File: src/rtl/mexp_pkg.sv
package mexp_pkg;

  localparam int unsigned EXP_BITS = 32;
  localparam int unsigned EXP_W = (EXP_BITS < 32) ? EXP_BITS : 32;

  localparam int unsigned RES_W = 30;

  localparam logic [31:0] PRIME = 32'd1000000007;
  localparam logic [31:0] PRIME_X2 = 32'd2000000014;
  localparam logic [31:0] PRIME_X3 = 32'd3000000021;
  localparam logic [31:0] PRIME_X4 = 32'd4000000028;

  localparam logic [63:0] MU_FULL = (64'd1 << 60) / 64'd1000000007;
  localparam logic [30:0] MU = MU_FULL[30:0];

  typedef enum logic [1:0] {
    MUL_PROD = 2'd0,
    MUL_QUOT = 2'd1,
    MUL_SUBT = 2'd2
  } mexp_mul_e;

  typedef struct packed {
    logic      load;
    logic      mul_en;
    mexp_mul_e mul_op;
    logic      x_sel_sq;
    logic      save_prod;
    logic      wr_red;
    logic      shift_exp;
    logic      res_load;
  } mexp_cmd_t;

  typedef struct packed {
    logic exp_zero;
    logic exp_lsb;
    logic exp_rest_zero;
  } mexp_sts_t;

endpackage

File: src/rtl/mexp_datapath.sv
module mexp_datapath (
  input  logic               clk_i,
  input  logic [31:0]        base_value_i,
  input  logic [31:0]        exponent_i,
  input  mexp_pkg::mexp_cmd_t cmd_i,
  output mexp_pkg::mexp_sts_t sts_o,
  output logic [29:0]        residue_o
);
  import mexp_pkg::*;

  logic [29:0]      acc_q, acc_d;
  logic [29:0]      sq_q, sq_d;
  logic [EXP_W-1:0] exp_q, exp_d;
  logic [61:0]      mul_q;
  logic [31:0]      prod_lo_q;
  logic [29:0]      res_q;

  logic [31:0] base_sub;
  logic [31:0] base_red;
  logic [30:0] mul_a;
  logic [30:0] mul_b;
  logic [29:0] x_op;
  logic [31:0] diff;
  logic [31:0] red;

  always_comb begin
    priority if (base_value_i >= PRIME_X4) begin
      base_sub = PRIME_X4;
    end else if (base_value_i >= PRIME_X3) begin
      base_sub = PRIME_X3;
    end else if (base_value_i >= PRIME_X2) begin
      base_sub = PRIME_X2;
    end else if (base_value_i >= PRIME) begin
      base_sub = PRIME;
    end else begin
      base_sub = 32'd0;
    end
    base_red = base_value_i - base_sub;
  end

  assign x_op = cmd_i.x_sel_sq ? sq_q : acc_q;

  always_comb begin
    unique case (cmd_i.mul_op)
      MUL_PROD: begin
        mul_a = {1'b0, x_op};
        mul_b = {1'b0, sq_q};
      end
      MUL_QUOT: begin
        mul_a = mul_q[59:29];
        mul_b = MU;
      end
      MUL_SUBT: begin
        mul_a = mul_q[61:31];
        mul_b = PRIME[30:0];
      end
      default: begin
        mul_a = '0;
        mul_b = '0;
      end
    endcase
  end

  // The Barrett estimate is at most two short, so the remainder stays below 3P.
  always_comb begin
    diff = prod_lo_q - mul_q[31:0];
    priority if (diff >= PRIME_X2) begin
      red = diff - PRIME_X2;
    end else if (diff >= PRIME) begin
      red = diff - PRIME;
    end else begin
      red = diff;
    end
  end

  always_comb begin
    acc_d = acc_q;
    sq_d  = sq_q;
    exp_d = exp_q;
    if (cmd_i.load) begin
      acc_d = 30'd1;
      sq_d  = base_red[29:0];
      exp_d = exponent_i[EXP_W-1:0];
    end else begin
      if (cmd_i.wr_red) begin
        if (cmd_i.x_sel_sq) begin
          sq_d = red[29:0];
        end else begin
          acc_d = red[29:0];
        end
      end
      if (cmd_i.shift_exp) begin
        exp_d = exp_q >> 1;
      end
    end
  end

  always_ff @(posedge clk_i) begin
    acc_q <= acc_d;
    sq_q  <= sq_d;
    exp_q <= exp_d;
    if (cmd_i.mul_en) begin
      mul_q <= mul_a * mul_b;
    end
    if (cmd_i.save_prod) begin
      prod_lo_q <= mul_q[31:0];
    end
    if (cmd_i.res_load) begin
      res_q <= acc_q;
    end
  end

  assign sts_o.exp_zero      = (exp_q == '0);
  assign sts_o.exp_lsb       = exp_q[0];
  assign sts_o.exp_rest_zero = ((exp_q >> 1) == '0);
  assign residue_o           = res_q;

endmodule

File: src/rtl/mexp_ctrl.sv
module mexp_ctrl (
  input  logic                clk_i,
  input  logic                rst_ni,
  input  logic                in_valid_i,
  output logic                in_ready_o,
  output logic                out_valid_o,
  input  logic                out_ready_i,
  input  mexp_pkg::mexp_sts_t sts_i,
  output mexp_pkg::mexp_cmd_t cmd_o
);
  import mexp_pkg::*;

  typedef enum logic [6:0] {
    ST_IDLE  = 7'b0000001,
    ST_CHECK = 7'b0000010,
    ST_PROD  = 7'b0000100,
    ST_QUOT  = 7'b0001000,
    ST_SUBT  = 7'b0010000,
    ST_CORR  = 7'b0100000,
    ST_FIN   = 7'b1000000
  } state_e;

  state_e state_q, state_d;
  logic   sqr_q, sqr_d;
  logic   out_valid_q, out_valid_d;

  always_comb begin
    state_d       = state_q;
    sqr_d         = sqr_q;
    out_valid_d   = out_valid_q && !out_ready_i;
    cmd_o         = '0;
    cmd_o.mul_op  = MUL_PROD;
    cmd_o.x_sel_sq = sqr_q;
    unique case (state_q)
      ST_IDLE: begin
        if (in_valid_i) begin
          cmd_o.load = 1'b1;
          state_d    = ST_CHECK;
        end
      end
      ST_CHECK: begin
        if (sts_i.exp_zero) begin
          state_d = ST_FIN;
        end else begin
          sqr_d   = !sts_i.exp_lsb;
          state_d = ST_PROD;
        end
      end
      ST_PROD: begin
        cmd_o.mul_en = 1'b1;
        cmd_o.mul_op = MUL_PROD;
        state_d      = ST_QUOT;
      end
      ST_QUOT: begin
        cmd_o.mul_en    = 1'b1;
        cmd_o.mul_op    = MUL_QUOT;
        cmd_o.save_prod = 1'b1;
        state_d         = ST_SUBT;
      end
      ST_SUBT: begin
        cmd_o.mul_en = 1'b1;
        cmd_o.mul_op = MUL_SUBT;
        state_d      = ST_CORR;
      end
      ST_CORR: begin
        cmd_o.wr_red = 1'b1;
        if (sqr_q) begin
          cmd_o.shift_exp = 1'b1;
          state_d         = ST_CHECK;
        end else if (sts_i.exp_rest_zero) begin
          state_d = ST_FIN;
        end else begin
          sqr_d   = 1'b1;
          state_d = ST_PROD;
        end
      end
      ST_FIN: begin
        if (!out_valid_q || out_ready_i) begin
          cmd_o.res_load = 1'b1;
          out_valid_d    = 1'b1;
          state_d        = ST_IDLE;
        end
      end
      default: begin
        state_d = ST_IDLE;
      end
    endcase
  end

  always_ff @(posedge clk_i or negedge rst_ni) begin
    if (!rst_ni) begin
      state_q     <= ST_IDLE;
      sqr_q       <= 1'b0;
      out_valid_q <= 1'b0;
    end else begin
      state_q     <= state_d;
      sqr_q       <= sqr_d;
      out_valid_q <= out_valid_d;
    end
  end

  assign in_ready_o  = (state_q == ST_IDLE);
  assign out_valid_o = out_valid_q;

endmodule

File: src/rtl/modular_exponentiation.sv
// Per exponent bit, from the lowest up, a one bit multiplies the accumulator by the square,
// and the square is then squared unless that bit is the highest; a zero exponent gives 1.
// Each modular product makes three passes through one shared 31x31 multiplier
// (product, Barrett quotient, quotient times prime) and then a correction step.
// One transaction is in work at a time; the result register lets the next one start before
// the last result is taken. Reset (rst_ni low, asynchronous) clears the output valid and idles.
module modular_exponentiation (
  input  logic        clk_i,
  input  logic        rst_ni,
  input  logic        s_axis_tvalid_i,
  output logic        s_axis_tready_o,
  input  logic [63:0] s_axis_tdata_i,  // [31:0] base_value, [63:32] exponent
  output logic        m_axis_tvalid_o,
  input  logic        m_axis_tready_i,
  output logic [31:0] m_axis_tdata_o   // [29:0] residue, [31:30] zero
);
  import mexp_pkg::*;

  mexp_cmd_t   cmd;
  mexp_sts_t   sts;
  logic [29:0] residue;

  mexp_ctrl u_ctrl (
    .clk_i       (clk_i),
    .rst_ni      (rst_ni),
    .in_valid_i  (s_axis_tvalid_i),
    .in_ready_o  (s_axis_tready_o),
    .out_valid_o (m_axis_tvalid_o),
    .out_ready_i (m_axis_tready_i),
    .sts_i       (sts),
    .cmd_o       (cmd)
  );

  mexp_datapath u_datapath (
    .clk_i        (clk_i),
    .base_value_i (s_axis_tdata_i[31:0]),
    .exponent_i   (s_axis_tdata_i[63:32]),
    .cmd_i        (cmd),
    .sts_o        (sts),
    .residue_o    (residue)
  );

  assign m_axis_tdata_o = {2'b00, residue};

endmodule

File: config.mk
export PLATFORM = sky130hd
export DESIGN_NAME = modular_exponentiation
export DESIGN_NICKNAME = d
export VERILOG_FILES = /design/src/rtl/mexp_pkg.sv /design/src/rtl/mexp_datapath.sv /design/src/rtl/mexp_ctrl.sv /design/src/rtl/modular_exponentiation.sv
export SDC_FILE = /design/constraint.sdc
export NUM_CORES = 2
export LEC_CHECK = 0
export BUFFER_PORTS_ARGS = -buffer_cell sky130_fd_sc_hd__buf_2
export CAP_MARGIN = 20
export CORE_MARGIN = 2
export CORE_UTILIZATION = 60
export DETAILED_ROUTE_END_ITERATION = 7
export GPL_ROUTABILITY_DRIVEN = 0
export PLACE_DENSITY = 0.8
export REMOVE_ABC_BUFFERS = 1
export SYNTH_ARGS = -nofsm -noshare
export SYNTH_HDL_FRONTEND = slang
export SYNTH_SLANG_ARGS = --single-unit
File: constraint.sdc
create_clock -name clk_i -period 10.65 [get_ports clk_i]
set_input_delay 0.5325 -clock clk_i [delete_from_list [all_inputs] [get_ports clk_i]]
set_output_delay 0.5325 -clock clk_i [all_outputs]
set_load 0.05 [all_outputs]
# Word-level counts from Yosys, hierarchy flattened
# Cells that the tools add are included.
totals:
  reg_bits: 225
  inputBits: 68
  output_inout_bits: 34
  word_cells: 83
classes:
  addsub: 4
  mul: 1
  order_cmp: 6
  eq_ne: 12
  n_mux: 34
  bitwise_logic: 1
  reduce_logical: 16
op_table:
  columns: ["cell", "count"]
  rows:
  - ["2-to-1 mux 30 bit", 10]
  - ["one-hot mux 31 bit (3 select lines)", 2]
  - [">= comparator 32 x 30 -> 1 bit, second input constant", 2]
  - [">= comparator 32 x 31 -> 1 bit, second input constant", 2]
  - [">= comparator 32 bit, second input constant", 2]
  - ["logical NOT 32 bit", 2]
  - ["2-to-1 mux 32 bit", 2]
  - ["multiplier 31 x 31 -> 62 bit", 1]
  - ["subtractor 30 bit, second input constant", 2]
  - ["one-hot mux 7 bit (7 select lines)", 1]
  - ["2-to-1 mux 7 bit", 5]
  - ["subtractor 32 bit", 1]
  - ["subtractor 30 bit", 1]
  - ["2-to-1 mux 1 bit", 11]
  - ["one-hot mux 3 bit (3 select lines)", 1]
  - ["AND reduction 2 bit", 4]
  - ["nonzero test 2 bit", 4]
  - ["equality test 7 x 1 -> 1 bit, second input constant", 1]
  - ["equality test 7 x 2 -> 1 bit, second input constant", 1]
  - ["equality test 7 x 3 -> 1 bit, second input constant", 1]
  - ["equality test 7 x 4 -> 1 bit, second input constant", 1]
  - ["equality test 7 x 5 -> 1 bit, second input constant", 1]
  - ["equality test 7 x 6 -> 1 bit, second input constant", 1]
  - ["equality test 7 bit, second input constant", 1]
  - ["11 further kinds", 14]

# Longest topological paths before layout
depth:
  word_depth: 7
  mapped_depth: 42
  mapped_depth_nobuf: 38

# By module
# Synthesis repeated with hierarchy kept, for this count alone.
hier_totals:
  hier_cells: 4944
  hier_area_um2: 44735.4
modules_own_cells:
  columns: ["module", "n_inst", "cells_per_inst", "area_per_inst_um2", "seq_area_each_um2"]
  rows:
  - ["mexp_datapath", 1, 4879, 44121.1, 6185.9]
  - ["mexp_ctrl", 1, 62, 595.6, 226.5]
  - ["modular_exponentiation", 1, 3, 18.8, 0.0]

# Worst setup path before layout
# No wires, ideal clock.
synth_path:
  path_kind: "register -> register"
  from: "register u_ctrl.state_q[5]"
  to: "register u_datapath.mul_q[60] (data pin)"
  setup_time_ns: 0.260
  arrival_time_ns: 10.508
  required_time_ns: 10.390
  path_slack_ns: -0.117
  path_stages_with_launch: 38
  n_path_buf: 4
  period_less_slack_ns: 10.767
  path_cell_list: "dfrtp_1 > nor4_1 > and3_1 > inv_1 > ha_1 > clkbuf_1 > clkbuf_1 > a22oi_1 > a21o_1 > clkbuf_1 > buf_1 > nor2_1 > fa_1 > fa_1 > inv_1 > fa_1 > fa_1 > inv_1 > [... 2 more ...] > fa_1 > inv_1 > fa_1 > inv_1 > ha_1 > a21o_1 > a21oi_1 > o21ai_0 > a211o_1 > a311oi_1 > o21ai_1 > a21o_1 > a221o_1 > o41a_1 > a41oi_1 > o21ai_1 > a21boi_0 > xnor2_1"
synth_via:
  elab_chain_cells: 5
  word_cells_on_any_way: 10
  classes_between: "mul: 1; eq/ne: 5; mux: 3; reduce/logical: 1"
synth_rtl:
  columns: ["element", "line_no", "rtl"]
  rows:
  - ["start: declaration", "mexp_ctrl.sv:23", "state_e state_q, state_d;"]
  - ["start signal: assignment", "mexp_ctrl.sv:96", "state_q <= state_d;"]
  - ["equality test 7 x 5 -> 1 bit (tied with other cells)", "mexp_ctrl.sv:34", "unique case (state_q)"]
  - ["one-hot mux 3 bit (3 select lines) *", "mexp_ctrl.sv:34", null]
  - ["equality test 2 bit (tied with other cells)", "mexp_datapath.sv:44", "unique case (cmd_i.mul_op)"]
  - ["one-hot mux 31 bit (3 select lines)", "mexp_datapath.sv:44", null]
  - ["multiplier 31 x 31 -> 62 bit *", "mexp_datapath.sv:103", "mul_q <= mul_a * mul_b;"]
  - ["end signal: assignment", "mexp_datapath.sv:103", null]
  - ["end: declaration", "mexp_datapath.sv:14", "logic [61:0] mul_q;"]
# Every way passes the cells marked *; elsewhere a longest branch is shown, timed or not.
# A chain may end at the register's enable or synchronous reset.

# Worst setup path in the final report
layout_path:
  from: "register u_ctrl.state_q[5]"
  to: "register u_datapath.mul_q[55] (data pin)"
# The elaborated chain is that of the path after synthesis.

==> results.md <==
Timing:
- Based on the critical path, the design can be clocked at up to 94.0 MHz.
- The relative max-transition margin is 0.280.
- Setup violations remaining at the end of the flow were counted as 0.
- The number of max-slew violations in the final report is 0.
- For the final database, setup skew stands at 18.6 ps.
- The final cycle utilization of the critical path is 0.999.
- The final-report hold violation count is 0.
- For the pin with the worst max-slew slack, the measured transition is 1080 ps.
- The final critical-path required period is 10640 ps.

Finish:
- The number of nets in the layout is 6240.
- The commonest non-fill, non-tap cell in the layout is inv_1.
- The design area is 48100 µm².
- The finished layout holds 5995 standard cells, fillers aside.
- At the end of the flow the core is filled with cells to 0.660.
- In the layout the commonest cells are 863 x inv_1, 835 x fa_1, 722 x nand2_1.
- Of the cells placed in the final design, the portion with a size suffix greater than 1 is 0.108.
- The filler cell count is 5563.
- The area growth from synthesis to layout is 8.87%.

Detailed routing:
- The routed design has 144000 µm of wire.
- The via count of the routed design is 37500.
- The post-detailed-route count of antenna-violating nets is 0.
- In the final routed layout, each cell accounts on average for 24.0 µm.
- Dividing the detail-routed via count by the number of cells gives 6.26.
- The detailed-router iteration count before antenna repair is 8.
- In the routed design, unresolved DRC markers number 2.
- The count of routing violations after the opening detailed-route iteration is 5251.

Clocking:
- The clock tree from TritonCTS is yes.
- The longest clock path from root to sink contains 3 buffers.
- The CTS clock-pin slew for the worst setup and hold paths is 70 ps.
- The CTS root buffer is clkbuf_16.
- The clock insertion delay at the later pin of the skew report is 560 ps.
- The tree built by TritonCTS fans out to 225 sinks.
- The number of clock buffers inserted by TritonCTS is 25.
- In this run the number of H-tree levels came out at 1.

Status:
- The run finished, with violations left.
- The final reports fail on design-rule violations.

Global routing:
- The total routing resource utilization after global routing is 0.382.
- The initial antenna violation count came to 8.
- The pin count of the biggest net entering global routing is 89.
- The number of global-route vias before repair is 38700.
- The first global-routing pass estimated 218000 µm of wire.
- Summed over all layers, the global routing overflow is 0.

Worst setup path:
- Data on the critical path is required at its endpoint by 10940 ps.
- In this run the worst path has a maximum fanout of 15.
- At the worst endpoint, the arrival time is 10940 ps.
- The worst setup path is of the reg -> reg kind.
- On the critical path, the stage with the largest delay is an instance of fa_1.
- STA classifies the critical path endpoint as a flip-flop.
- The worst path buffer plus inverter count is 6.
- The category of the worst setup path launch point is a flip-flop.
- Grouping stages by cell kind, the critical path spends the most delay in adder cells.
- The largest stage delay on the critical path is 570 ps.
- Counting stages on the worst path, the most repeated cell is fa_1.

Placement:
- Detailed placement finished with a half-perimeter wire length of 114000 µm.
- Port buffering added 99 buffers.
- After detailed placement, the total cell area comes to 46600 µm².
- The post-placement cell count is 5914.

Synthesis:
- The proportion of register bits with asynchronous set or reset after synthesis is 0.0400.
- Synthesis inferred 225 register bits.
- The netlist uses 97 different library cells.
- The synthesized area per cell is 9.00 µm².
- The post-synth design cell area is 44200 µm².
- Yosys attributes the largest share of cell area to fa_1 38%, edfxtp_1 13%, ha_1 9.0%, inv_1 7.3%, nand2_1 6.2%.
- The fraction of post-synthesis cell area in the top cell type by area is 0.380.
- Among all flip-flop cells after synthesis, the most frequent one is edfxtp_1.
- In the synthesized netlist, the number of instances is 4911.
- The Yosys warning count is 0.
- The portion of the post-synthesis area used by sequential elements is 0.145.
- The cell type with the highest aggregate area in the netlist is fa_1.
- The synthesized design contains 186 enable-type register cells.

Floorplanning:
- The floorplan step defined a die boundary enclosing 75900 µm².
- The number of placement rows is 99.
- The core area is 73000 µm².
- In this run the count of I/O pins placed on the die edge is 102.
- Measured along the x axis, the die boundary spans 275 µm.
- From bottom edge to top edge, the die measures 275 µm.
- For this configuration, the core starts out at a cell density of 0.606.

Hold path:
- The worst hold-check path type is in -> reg.

Run:
- Max-cap violations in this run came to 0.
[synth_stat cells (all sizes together), types with 8 or more instances]
| master | n |
|---|---|
| a211o | 13 |
| a211oi | 22 |
| a21boi | 11 |
| a21o | 121 |
| a21oi | 195 |
| a221oi | 8 |
| a22oi | 32 |
| a31oi | 19 |
| and2 | 40 |
| and3 | 31 |
| buf | 36 |
| clkbuf | 215 |
| dfrtp | 8 |
| dfxtp | 30 |
| edfxtp | 186 |
| fa | 839 |
| ha | 318 |
| inv | 868 |
| mux2 | 32 |
| mux2i | 10 |
| nand2 | 727 |
| nand2b | 15 |
| nand3 | 33 |
| nand4 | 24 |
| nor2 | 562 |
| nor2b | 15 |
| nor3 | 42 |
| nor4 | 15 |
| o211ai | 20 |
| o21a | 19 |
| o21ai | 109 |
| o21bai | 16 |
| o22ai | 9 |
| o31ai | 12 |
| or2 | 8 |
| or3 | 16 |
| xnor2 | 98 |
| xor2 | 37 |
[worst register-to-register path, delay by kind of cell (launching register included)]
family	cells	cell delay, ps
buf+inv	6	1040
xor+xnor	1	150
simple gates	4	880
fa+ha+maj	10	4510
flops	1	430
compound gates	14	3400
[area by class of cell]
type | instances | area, µm² | share of cell area
clock buffers | 26 | 629 | 0.0131
multi-input cells | 3568 | 33900 | 0.705
repair buffers | 327 | 2490 | 0.0517
inverters | 868 | 3260 | 0.0677
clock inverters | 20 | 224 | 0.00465
diodes | 2 | 5.00 | 0.000104
well taps | 959 | 1200 | 0.0249
flip-flops and latches | 225 | 6410 | 0.133
[timing repair]
action | CTS | global route
setup buffers | 0 | 30
endpoints found under the hold margin | 8 | 0
hold buffers | 1 | 0
endpoints found under the setup margin | 12 | 11
pin swaps | 0 | 31
cloned | 0 | 1
gates resized for setup | 10 | 88
[routing by layer]
metal  share of wire  GRT usage  wire, µm
met2            0.43      0.585     62400
met3            0.15      0.126     21100
met5          0.0014     0.0100       195
met4           0.085      0.236     12200
met1            0.33      0.468     47700
[cells by family after synthesis]
family                     after synthesis  share of synthesized area
and+or+nand+nor                       1560                      0.148
adders and majority gates             1157                      0.470
buffers and inverters                 1119                     0.0961
AOI/OAI and AO/OA                      672                      0.103
DFF                                    225                      0.145
xor gates and xnor gates               135                     0.0278
muxes                                   42                     0.0104
other                                    1                  0.0000848
[path summary, 6_finish.rpt]
path	from	end	slack, ps	depth (start not counted)
worst max-delay path	u_ctrl.state_q[5]$_DFFE_PN0P_	u_datapath.mul_q[55]$_DFFE_PP_	8	35
worst min-delay path	s_axis_tdata_i[49]	u_datapath.exp_q[17]$_DFFE_PP_	240	3
worst max register to register	u_ctrl.state_q[5]$_DFFE_PN0P_	u_datapath.mul_q[55]$_DFFE_PP_	8	35
worst min register to register	u_datapath.mul_q[3]$_DFFE_PP_	u_datapath.prod_lo_q[3]$_DFFE_PN_	450	0
max in group asynchronous	rst_ni	u_ctrl.state_q[0]$_DFFE_PN1P_	9990	2
min in group asynchronous	rst_ni	u_ctrl.out_valid_o$_DFF_PN0_	390	2
[sequential cells by signal, indices dropped and copies added, names as in the netlist, 7 cells and up]
signal,count
u_datapath.residue_o,30
u_ctrl.state_q,7
u_datapath.acc_q,30
u_datapath.mul_q,62
u_datapath.sq_q,30
u_datapath.exp_q,32
u_datapath.prod_lo_q,32
[per-stage QoR]
step                      setup TNS [ps]  worst slack (ps)  hold WS, ps
after floorplan                   -12350             -1160          237
after global placement             -2110              -369          399
after detailed placement           -3820              -586          402
after CTS                              0              52.5          225
after global routing                -524              -133          243
final                                  0              7.90          235
Power is left out: the tool's default activity adds up to more than one toggle a clock period on the data nets, which glitch-free logic cannot reach.
